`src/hdl/iiee_pkg.sv`:
```
`timescale 1ns / 1ps

package iiee_pkg;

  localparam int VALUE_WIDTH = 32;
  localparam int OUT_WIDTH   = 32;
  localparam int CNT_W       = $clog2(VALUE_WIDTH);

  typedef logic [VALUE_WIDTH-1:0] value_t;
  typedef logic [7:0]             char_t;

  localparam char_t CH_EQ    = 8'h3D;
  localparam char_t CH_MUL   = 8'h2A;
  localparam char_t CH_DIV   = 8'h2F;
  localparam char_t CH_ADD   = 8'h2B;
  localparam char_t CH_SUB   = 8'h2D;
  localparam char_t CH_SPACE = 8'h20;
  localparam char_t CH_ZERO  = 8'h30;
  localparam char_t CH_NINE  = 8'h39;
  localparam int    RADIX    = 10;

  typedef enum logic {
    MD_MUL,
    MD_DIV
  } md_op_t;

  typedef struct packed {
    logic   start;
    md_op_t op;
  } md_req_t;

  typedef struct packed {
    logic done;
    logic div_zero;
  } md_rsp_t;

endpackage

```
`src/hdl/iiee_in_if.sv`:
```
`timescale 1ns / 1ps

interface iiee_in_if;
  import iiee_pkg::*;

  logic  valid;
  logic  ready;
  char_t character;

  modport source (output valid, output character, input ready);
  modport sink (input valid, input character, output ready);
endinterface

```
`src/hdl/iiee_out_if.sv`:
```
`timescale 1ns / 1ps

interface iiee_out_if;
  import iiee_pkg::*;

  logic                        valid;
  logic                        ready;
  logic signed [OUT_WIDTH-1:0] value;
  logic                        div_by_zero;
  logic                        bad_character;

  modport source (output valid, output value, output div_by_zero, output bad_character,
                  input ready);
  modport sink (input valid, input value, input div_by_zero, input bad_character,
                output ready);
endinterface

```
`src/hdl/infix_integer_expression_evaluator.sv`:
```
`timescale 1ns / 1ps

// Evaluates an infix integer expression fed one ASCII character per request on chars.
// Digits build a decimal operand, spaces are skipped, * and / bind tighter than + and -,
// division truncates toward zero and all arithmetic wraps at 32 bits. An '=' returns one
// result on results with the value and sticky flags for a zero divisor and for an unknown
// character, then clears for the next expression. Digits, spaces and unknown characters are
// taken while idle; an operator is registered and applied in a post state, after waiting
// for a multiply or divide that it closes, which runs one bit per cycle on a single shared
// shift-add/subtract unit (a divide by zero skips the run). An '=' can wait further while an
// earlier result has not been taken; other characters are taken while a result waits.
module infix_integer_expression_evaluator (
  input logic         clk,
  input logic         rst,
  iiee_in_if.sink     chars,
  iiee_out_if.source  results
);
  import iiee_pkg::*;

  typedef enum logic [1:0] {
    S_IDLE,
    S_WAIT,
    S_POST
  } state_t;

  typedef enum logic [1:0] {
    TOP_NONE,
    TOP_MUL,
    TOP_DIV
  } term_op_t;

  state_t   state;
  char_t    op_char;
  value_t   acc;
  value_t   term;
  term_op_t term_op;
  value_t   sum;
  logic     sign;
  logic     dz_flag;
  logic     bad_flag;

  logic                        out_valid;
  logic signed [OUT_WIDTH-1:0] out_value;
  logic                        out_dz;
  logic                        out_bad;

  md_req_t  md_req;
  md_rsp_t  md_rsp;
  value_t   md_result;

  logic     accept;
  logic     is_digit;
  logic     is_op;
  char_t    digit;
  value_t   acc_next;
  value_t   sum_next;
  logic     out_free;
  logic     emit;

  assign accept   = chars.valid && chars.ready;
  assign is_digit = (chars.character >= CH_ZERO) && (chars.character <= CH_NINE);
  assign is_op    = (chars.character == CH_MUL) || (chars.character == CH_DIV) ||
                    (chars.character == CH_ADD) || (chars.character == CH_SUB) ||
                    (chars.character == CH_EQ);
  assign digit    = chars.character - CH_ZERO;
  assign acc_next = (acc << 3) + (acc << 1) + VALUE_WIDTH'(digit);
  assign sum_next = sign ? (sum - term) : (sum + term);
  assign out_free = !out_valid || results.ready;
  assign emit     = (state == S_POST) && (op_char == CH_EQ) && out_free;

  assign md_req.start = accept && is_op && (term_op != TOP_NONE);
  assign md_req.op    = (term_op == TOP_MUL) ? MD_MUL : MD_DIV;

  assign chars.ready           = (state == S_IDLE);
  assign results.valid         = out_valid;
  assign results.value         = out_value;
  assign results.div_by_zero   = out_dz;
  assign results.bad_character = out_bad;

  iiee_muldiv u_muldiv (
    .clk    (clk),
    .rst    (rst),
    .req    (md_req),
    .a      (term),
    .b      (acc),
    .rsp    (md_rsp),
    .result (md_result)
  );

  always_ff @(posedge clk) begin
    if (rst) begin
      state     <= S_IDLE;
      op_char   <= CH_SPACE;
      acc       <= '0;
      term      <= '0;
      term_op   <= TOP_NONE;
      sum       <= '0;
      sign      <= 1'b0;
      dz_flag   <= 1'b0;
      bad_flag  <= 1'b0;
      out_valid <= 1'b0;
    end else begin
      if (out_valid && results.ready && !emit) begin
        out_valid <= 1'b0;
      end
      case (state)
        S_IDLE: begin
          if (accept) begin
            if (is_digit) begin
              acc <= acc_next;
            end else if (is_op) begin
              op_char <= chars.character;
              acc     <= '0;
              if (term_op == TOP_NONE) begin
                term  <= acc;
                state <= S_POST;
              end else begin
                state <= S_WAIT;
              end
            end else if (chars.character != CH_SPACE) begin
              bad_flag <= 1'b1;
            end
          end
        end
        S_WAIT: begin
          if (md_rsp.done) begin
            term    <= md_result;
            dz_flag <= dz_flag | md_rsp.div_zero;
            state   <= S_POST;
          end
        end
        S_POST: begin
          case (op_char)
            CH_MUL: begin
              term_op <= TOP_MUL;
              state   <= S_IDLE;
            end
            CH_DIV: begin
              term_op <= TOP_DIV;
              state   <= S_IDLE;
            end
            CH_ADD, CH_SUB: begin
              sum     <= sum_next;
              term    <= '0;
              term_op <= TOP_NONE;
              sign    <= (op_char == CH_SUB);
              state   <= S_IDLE;
            end
            CH_EQ: begin
              // end of expression: emit and clear
              if (out_free) begin
                out_valid <= 1'b1;
                out_value <= OUT_WIDTH'(signed'(sum_next));
                out_dz    <= dz_flag;
                out_bad   <= bad_flag;
                acc       <= '0;
                term      <= '0;
                term_op   <= TOP_NONE;
                sum       <= '0;
                sign      <= 1'b0;
                dz_flag   <= 1'b0;
                bad_flag  <= 1'b0;
                state     <= S_IDLE;
              end
            end
            default: begin
              state <= S_IDLE;
            end
          endcase
        end
        default: begin
          state <= S_IDLE;
        end
      endcase
    end
  end

endmodule

```
`src/hdl/iiee_muldiv.sv`:
```
`timescale 1ns / 1ps

module iiee_muldiv (
  input  logic             clk,
  input  logic             rst,
  input  iiee_pkg::md_req_t req,
  input  iiee_pkg::value_t  a,
  input  iiee_pkg::value_t  b,
  output iiee_pkg::md_rsp_t rsp,
  output iiee_pkg::value_t  result
);
  import iiee_pkg::*;

  typedef enum logic [1:0] {
    S_IDLE,
    S_RUN,
    S_DONE
  } state_t;

  state_t               state;
  md_op_t               op;
  logic [CNT_W-1:0]     cnt;
  value_t               rem;
  value_t               quo;
  value_t               den;
  logic                 neg;
  logic                 dz;

  value_t               a_mag;
  value_t               b_mag;
  logic [VALUE_WIDTH+1:0] diff;

  assign a_mag = a[VALUE_WIDTH-1] ? -a : a;
  assign b_mag = b[VALUE_WIDTH-1] ? -b : b;
  assign diff  = {1'b0, rem, quo[VALUE_WIDTH-1]} - {2'b00, den};

  assign rsp.done     = (state == S_DONE);
  assign rsp.div_zero = dz;
  assign result       = (op == MD_MUL) ? rem : (neg ? -quo : quo);

  always_ff @(posedge clk) begin
    if (rst) begin
      state <= S_IDLE;
      op    <= MD_MUL;
      dz    <= 1'b0;
      neg   <= 1'b0;
    end else begin
      case (state)
        S_IDLE: begin
          if (req.start) begin
            op  <= req.op;
            cnt <= '0;
            dz  <= 1'b0;
            rem <= '0;
            if (req.op == MD_MUL) begin
              quo   <= b;
              den   <= a;
              neg   <= 1'b0;
              state <= S_RUN;
            end else if (b == '0) begin
              quo   <= '0;
              den   <= '0;
              neg   <= 1'b0;
              dz    <= 1'b1;
              state <= S_DONE;
            end else begin
              quo   <= a_mag;
              den   <= b_mag;
              neg   <= a[VALUE_WIDTH-1] ^ b[VALUE_WIDTH-1];
              state <= S_RUN;
            end
          end
        end
        S_RUN: begin
          if (op == MD_MUL) begin
            rem <= rem + (quo[0] ? den : '0);
            den <= {den[VALUE_WIDTH-2:0], 1'b0};
            quo <= {1'b0, quo[VALUE_WIDTH-1:1]};
          end else if (!diff[VALUE_WIDTH+1]) begin
            rem <= diff[VALUE_WIDTH-1:0];
            quo <= {quo[VALUE_WIDTH-2:0], 1'b1};
          end else begin
            rem <= {rem[VALUE_WIDTH-2:0], quo[VALUE_WIDTH-1]};
            quo <= {quo[VALUE_WIDTH-2:0], 1'b0};
          end
          cnt <= cnt + 1'b1;
          if (cnt == CNT_W'(VALUE_WIDTH - 1)) begin
            state <= S_DONE;
          end
        end
        S_DONE: begin
          state <= S_IDLE;
        end
        default: begin
          state <= S_IDLE;
        end
      endcase
    end
  end

endmodule

```
`src/flat_wrapper.sv`:
```
// flat-port wrapper written by rule: the top's interface ports become plain ports
module infix_integer_expression_evaluator_flat import iiee_pkg::*;
  (clk, rst, chars_valid, chars_character, chars_ready, results_valid, results_value, results_div_by_zero, results_bad_character, results_ready);
  iiee_in_if chars_i ();
  iiee_out_if results_i ();
  input logic clk;
  input logic rst;
  input wire logic [$bits(chars_i.valid)-1:0] chars_valid;
  input wire logic [$bits(chars_i.character)-1:0] chars_character;
  output wire logic [$bits(chars_i.ready)-1:0] chars_ready;
  output wire logic [$bits(results_i.valid)-1:0] results_valid;
  output wire logic [$bits(results_i.value)-1:0] results_value;
  output wire logic [$bits(results_i.div_by_zero)-1:0] results_div_by_zero;
  output wire logic [$bits(results_i.bad_character)-1:0] results_bad_character;
  input wire logic [$bits(results_i.ready)-1:0] results_ready;
  assign chars_i.valid = chars_valid;
  assign chars_i.character = chars_character;
  assign chars_ready = chars_i.ready;
  assign results_valid = results_i.valid;
  assign results_value = results_i.value;
  assign results_div_by_zero = results_i.div_by_zero;
  assign results_bad_character = results_i.bad_character;
  assign results_i.ready = results_ready;
  infix_integer_expression_evaluator u_core (.clk(clk), .rst(rst), .chars(chars_i), .results(results_i));
endmodule
```
`config.mk`:
```
export PLATFORM = sky130hd
export DESIGN_NAME = infix_integer_expression_evaluator_flat
export DESIGN_NICKNAME = d
export VERILOG_FILES = /design/src/hdl/iiee_pkg.sv /design/src/hdl/iiee_in_if.sv /design/src/hdl/iiee_out_if.sv /design/src/hdl/infix_integer_expression_evaluator.sv /design/src/hdl/iiee_muldiv.sv /design/src/flat_wrapper.sv
export SDC_FILE = /design/constraint.sdc
export NUM_CORES = 1
export LEC_CHECK = 0
export BUFFER_PORTS_ARGS = -buffer_cell sky130_fd_sc_hd__buf_2
export CAP_MARGIN = 30
export CORE_AREA = 2 2 243 245
export CTS_CLUSTER_DIAMETER = 50
export DETAILED_ROUTE_END_ITERATION = 7
export DIE_AREA = 0 0 245 247
export GPL_ROUTABILITY_DRIVEN = 0
export GPL_TIMING_DRIVEN = 0
export PLACE_DENSITY = 0.62
export SLEW_MARGIN = 20
export SYNTH_ARGS = -nofsm -noshare
export SYNTH_HDL_FRONTEND = slang
export SYNTH_SLANG_ARGS = --single-unit
```
`constraint.sdc`:
```
create_clock -name clk -period 18.4 [get_ports clk]
set_input_delay 3.68 -clock clk [delete_from_list [all_inputs] [get_ports clk]]
set_output_delay 3.68 -clock clk [all_outputs]
set_load 0.005 [all_outputs]
```
==> results.json <==
{
  "fin_crit_sh_pct": 37.5,
  "p_per_area_nw_per_um2": 87.2,
  "worst_path_max_delay_cell": "a211oi_1",
  "drc_errors": 0,
  "root_buffer": "clkbuf_16",
  "first_pass_iters": 6,
  "cts.sinks": 252,
  "finalSetupViolCount": 0,
  "fin_crit_ns": 6.89,
  "chipHeight_um": 247,
  "critPathKind": "in2reg",
  "synth-seq-area-share_pct": 31.0,
  "grt_pass1_vias": 19000,
  "place_hpwl_um": 54000,
  "finalMaxSlewViolations": 0,
  "crit_arrival_ns": 7.35,
  "crit_chain": "buf_2 > ha_1 > xor2_1 > fa_1 > inv_1 > ha_1 > o211ai_1 > a21o_1 > a211oi_1 > o21ai_0 > nand4_1 > o211ai_1 > o211ai_1 > xor2_1 > a22o_1",
  "reg2regPathDepth": 20,
  "syn_avg_cell_area_um2": 8.31,
  "synth-simple-area-share_pct": 16.6,
  "vias": 19700,
  "postSynth.asyncResetShare_pct": 0,
  "rrSetupSlack_ns": 13.35,
  "yosys_warnings": 0,
  "crit_start": "chars_character[4]",
  "cts_hold_buf": 0,
  "io_buffers": 47,
  "worst_slew_pin_slew_ns": 1.01,
  "fin_worst_skew_ns": 0.0216,
  "sw_frac_of_total_pct": 34.3,
  "reg2reg_to": "u_core.sum[31]",
  "worst_ep_required_time_ns": 18.85,
  "power_switching_mw": 0.697,
  "ant_nets": 0,
  "fmax_mhz": 145,
  "post_cts_resized": 0,
  "crit_top_cell": "o211ai_1",
  "synth_cells": 2482,
  "cpLargestDelayFamily": "compound AO/OA/AOI/OAI gates",
  "cts_tree": "done",
  "synthMuxAreaShare_pct": 1.95,
  "row_count": 89,
  "seq_power_share_pct": 31.2,
  "clock_power_share_pct": 38.4,
  "p_leak_nw": 9.28,
  "drt_iter0_drc": 1656,
  "diodes": 0,
  "slew_headroom_pct": 32.5,
  "worstSkewPairLatency_ns": 0.57,
  "gr-total-overflow": 0,
  "yosys_register_bits": 252,
  "die_area_um2": 60500,
  "grt_pass1_wl_um": 108000,
  "synth_edf_count": 135,
  "fin_nets": 2760,
  "finalWirelength_um": 69600,
  "synth_xor_area_share_pct": 9.55,
  "grt_util_all_layers_pct": 22.7,
  "fin_hold_ws_ns": 0.436,
  "hold_class": "reg2reg",
  "cts-buffers-inserted": 37,
  "hold_violations": 0,
  "max_stage_delay_ns": 0.57,
  "status": "complete, no violations",
  "ys_types": 78,
  "p_int_mw": 1.34,
  "initial_core_util_pct": 35.4,
  "synthesis.nets": 2663,
  "drive_gt1_share_pct": 5.87,
  "antenna_found_initial": 0,
  "post_cts_buffers": 0,
  "cp.depth": 15,
  "ir_drop_uv": 79.1,
  "clk_pin_slew_worst_paths_ns": 0.06,
  "fin_tns_setup_ns": 0,
  "coreArea_um2": 58200,
  "regArea_um2": 6400,
  "drv_cap": 0,
  "critPathCaptureType": "register",
  "worst_setup_path_start_kind": "input pin",
  "cp.buffers_inverters": 2,
  "clockBufferDepth": 3,
  "multi_input_area_um2": 13200,
  "synth_top_family_by_area": "compound AO/OA/AOI/OAI gates",
  "dieWidth_um": 245,
  "synth_fa_ha_area_share_pct": 10.6,
  "syn-cell-area_um2": 20600,
  "crit_end": "u_core.acc[30]",
  "r2r_start": "u_core.term[13]",
  "path_max_fanout": 5,
  "ys.flop_type": "edfxtp_1",
  "combPwrFrac_pct": 30.4,
  "htreeDepth": 2,
  "wl_per_cell_um": 20.6,
  "viasPerCell": 5.83,
  "n_fill_cell": 5850,
  "rsz0062_at_grt": "false",
  "area_growth_pct": 13.0,
  "grt_max_degree": 24,
  "synth_compound_area_share_pct": 25.3,
  "top_level_ports": 48
}
area by class of cell:
type / count / area share, %
multi-input cells: 1957 / 56.7
flip-flops and latches: 252 / 27.4
clock buffers: 41 / 4.31
well taps: 773 / 4.15
plain buffers: 153 / 2.51
inverters: 120 / 1.93
repair buffers: 58 / 1.51
clock inverters: 27 / 1.45
power by group through the flow:
stage	sequential, mW	clock (mW)	combinational [mW]
final	0.634	0.780	0.619
after global routing	0.635	0.809	0.686
after CTS	0.633	0.789	0.610
after detailed placement	0.645	0	0.597
after global placement	0.645	0	0.594
after floorplan	0.640	0	0.465
through the flow:
stage               instance area (um^2)  utilization, %  power [mW]  cells  worst slack (ns)
global placement                   21800            37.5        1.24   3302              1.04
floorplan                          20600               -        1.11   2482              5.44
CTS                                23300            40.0        2.03   3381             11.59
detailed placement                 22000            37.7        1.24   3313             11.02
global route                       23300            40.0        2.13   3381             11.30
finish                             23300            40.0        2.03   3381             11.51
synth_stat cells (7+ instances only):
| cell | n | area (um^2) |
|---|---|---|
| nor3b_1 | 7 | 52.6 |
| dfxtp_1 | 117 | 2340 |
| nor2_1 | 271 | 1020 |
| a21o_1 | 74 | 556 |
| fa_1 | 9 | 180 |
| nor3_1 | 38 | 190 |
| nand3_1 | 40 | 200 |
| ha_1 | 160 | 2000 |
| o41ai_1 | 9 | 78.8 |
| clkbuf_1 | 141 | 529 |
| o211ai_1 | 39 | 293 |
| a211oi_1 | 19 | 143 |
| a222oi_1 | 7 | 70.1 |
| o31ai_1 | 25 | 188 |
| inv_1 | 119 | 447 |
| o221ai_1 | 20 | 175 |
| edfxtp_1 | 135 | 4050 |
| xnor2_1 | 147 | 1290 |
| nand2b_1 | 37 | 231 |
| nor2b_1 | 27 | 169 |
| o21ai_0 | 175 | 876 |
| o22ai_1 | 17 | 106 |
| and3_1 | 24 | 150 |
| and2_1 | 17 | 106 |
| nand4_1 | 27 | 169 |
| a22o_1 | 19 | 166 |
| or3_1 | 16 | 100 |
| mux2i_1 | 39 | 390 |
| a31oi_1 | 25 | 156 |
| a21oi_1 | 193 | 966 |
| nand2_1 | 176 | 661 |
| nor4_1 | 14 | 87.6 |
| or4_1 | 12 | 90.1 |
| o21bai_1 | 17 | 128 |
| a22oi_1 | 39 | 293 |
| a221oi_1 | 46 | 403 |
| xor2_1 | 78 | 683 |
| o21a_1 | 17 | 128 |
registers in the layout (all words and copies together) (netlist names), 2 cells and up:
register,count
u_core.term,32
u_core.u_muldiv.quo,32
u_core.acc,32
u_core.state,2
u_core.u_muldiv.cnt,5
u_core.term_op,2
u_core.u_muldiv.rem,32
u_core.sum,32
u_core.u_muldiv.den,32
u_core.u_muldiv.state,2
u_core.results.value,32
u_core.op_char,8
layer usage:
metal / part of all wire, % / wire length (um) / up-vias / global-route usage [%]
met5: 0 / 0 / - / 0
met2: 45 / 31100 / 861 / 36.5
met1: 43 / 29800 / 9394 / 30.4
met3: 8.5 / 5890 / 158 / 3.13
li1: - / - / 9296 / -
met4: 4.0 / 2780 / 0 / 10.1
logic make-up (layout without fill, tap and decap cells):
family	count (synthesis)	in the layout
mux	40	40
compound gates	795	795
simple gates	728	728
fa+ha+maj	169	169
buf+inv	273	399
xor+xnor	225	225
flops	252	252
placed cells by master, fill, tap and decap left out, drive strengths merged, types with 37 or more instances in the layout:
master  count
a221oi     46
nand2b     37
xnor2     147
inv       129
a21oi     194
nand2     176
o21ai     177
nand3      40
o211ai     39
a22oi      39
nor3       38
clkbuf    182
ha        160
mux2i      39
buf        70
nor2      271
a21o       74
edfxtp    135
dfxtp     117
xor2       78
worst min-delay path by stage:
stage,slack (ns),from,end,cells after the start
6_report,0.44,u_core.dz_flag,u_core.results.div_by_zero,0
5_1_grt,0.44,u_core.dz_flag,u_core.results.div_by_zero,0
4_1_cts,0.43,u_core.dz_flag,u_core.results.div_by_zero,0
3_5_place_dp,0.42,u_core.dz_flag,u_core.results.div_by_zero,0
3_3_place_gp,0.41,u_core.dz_flag,u_core.results.div_by_zero,0
2_1_floorplan,0.41,u_core.bad_flag,u_core.results.bad_character,0
Note: power is estimated with default switching activity, not from simulation.
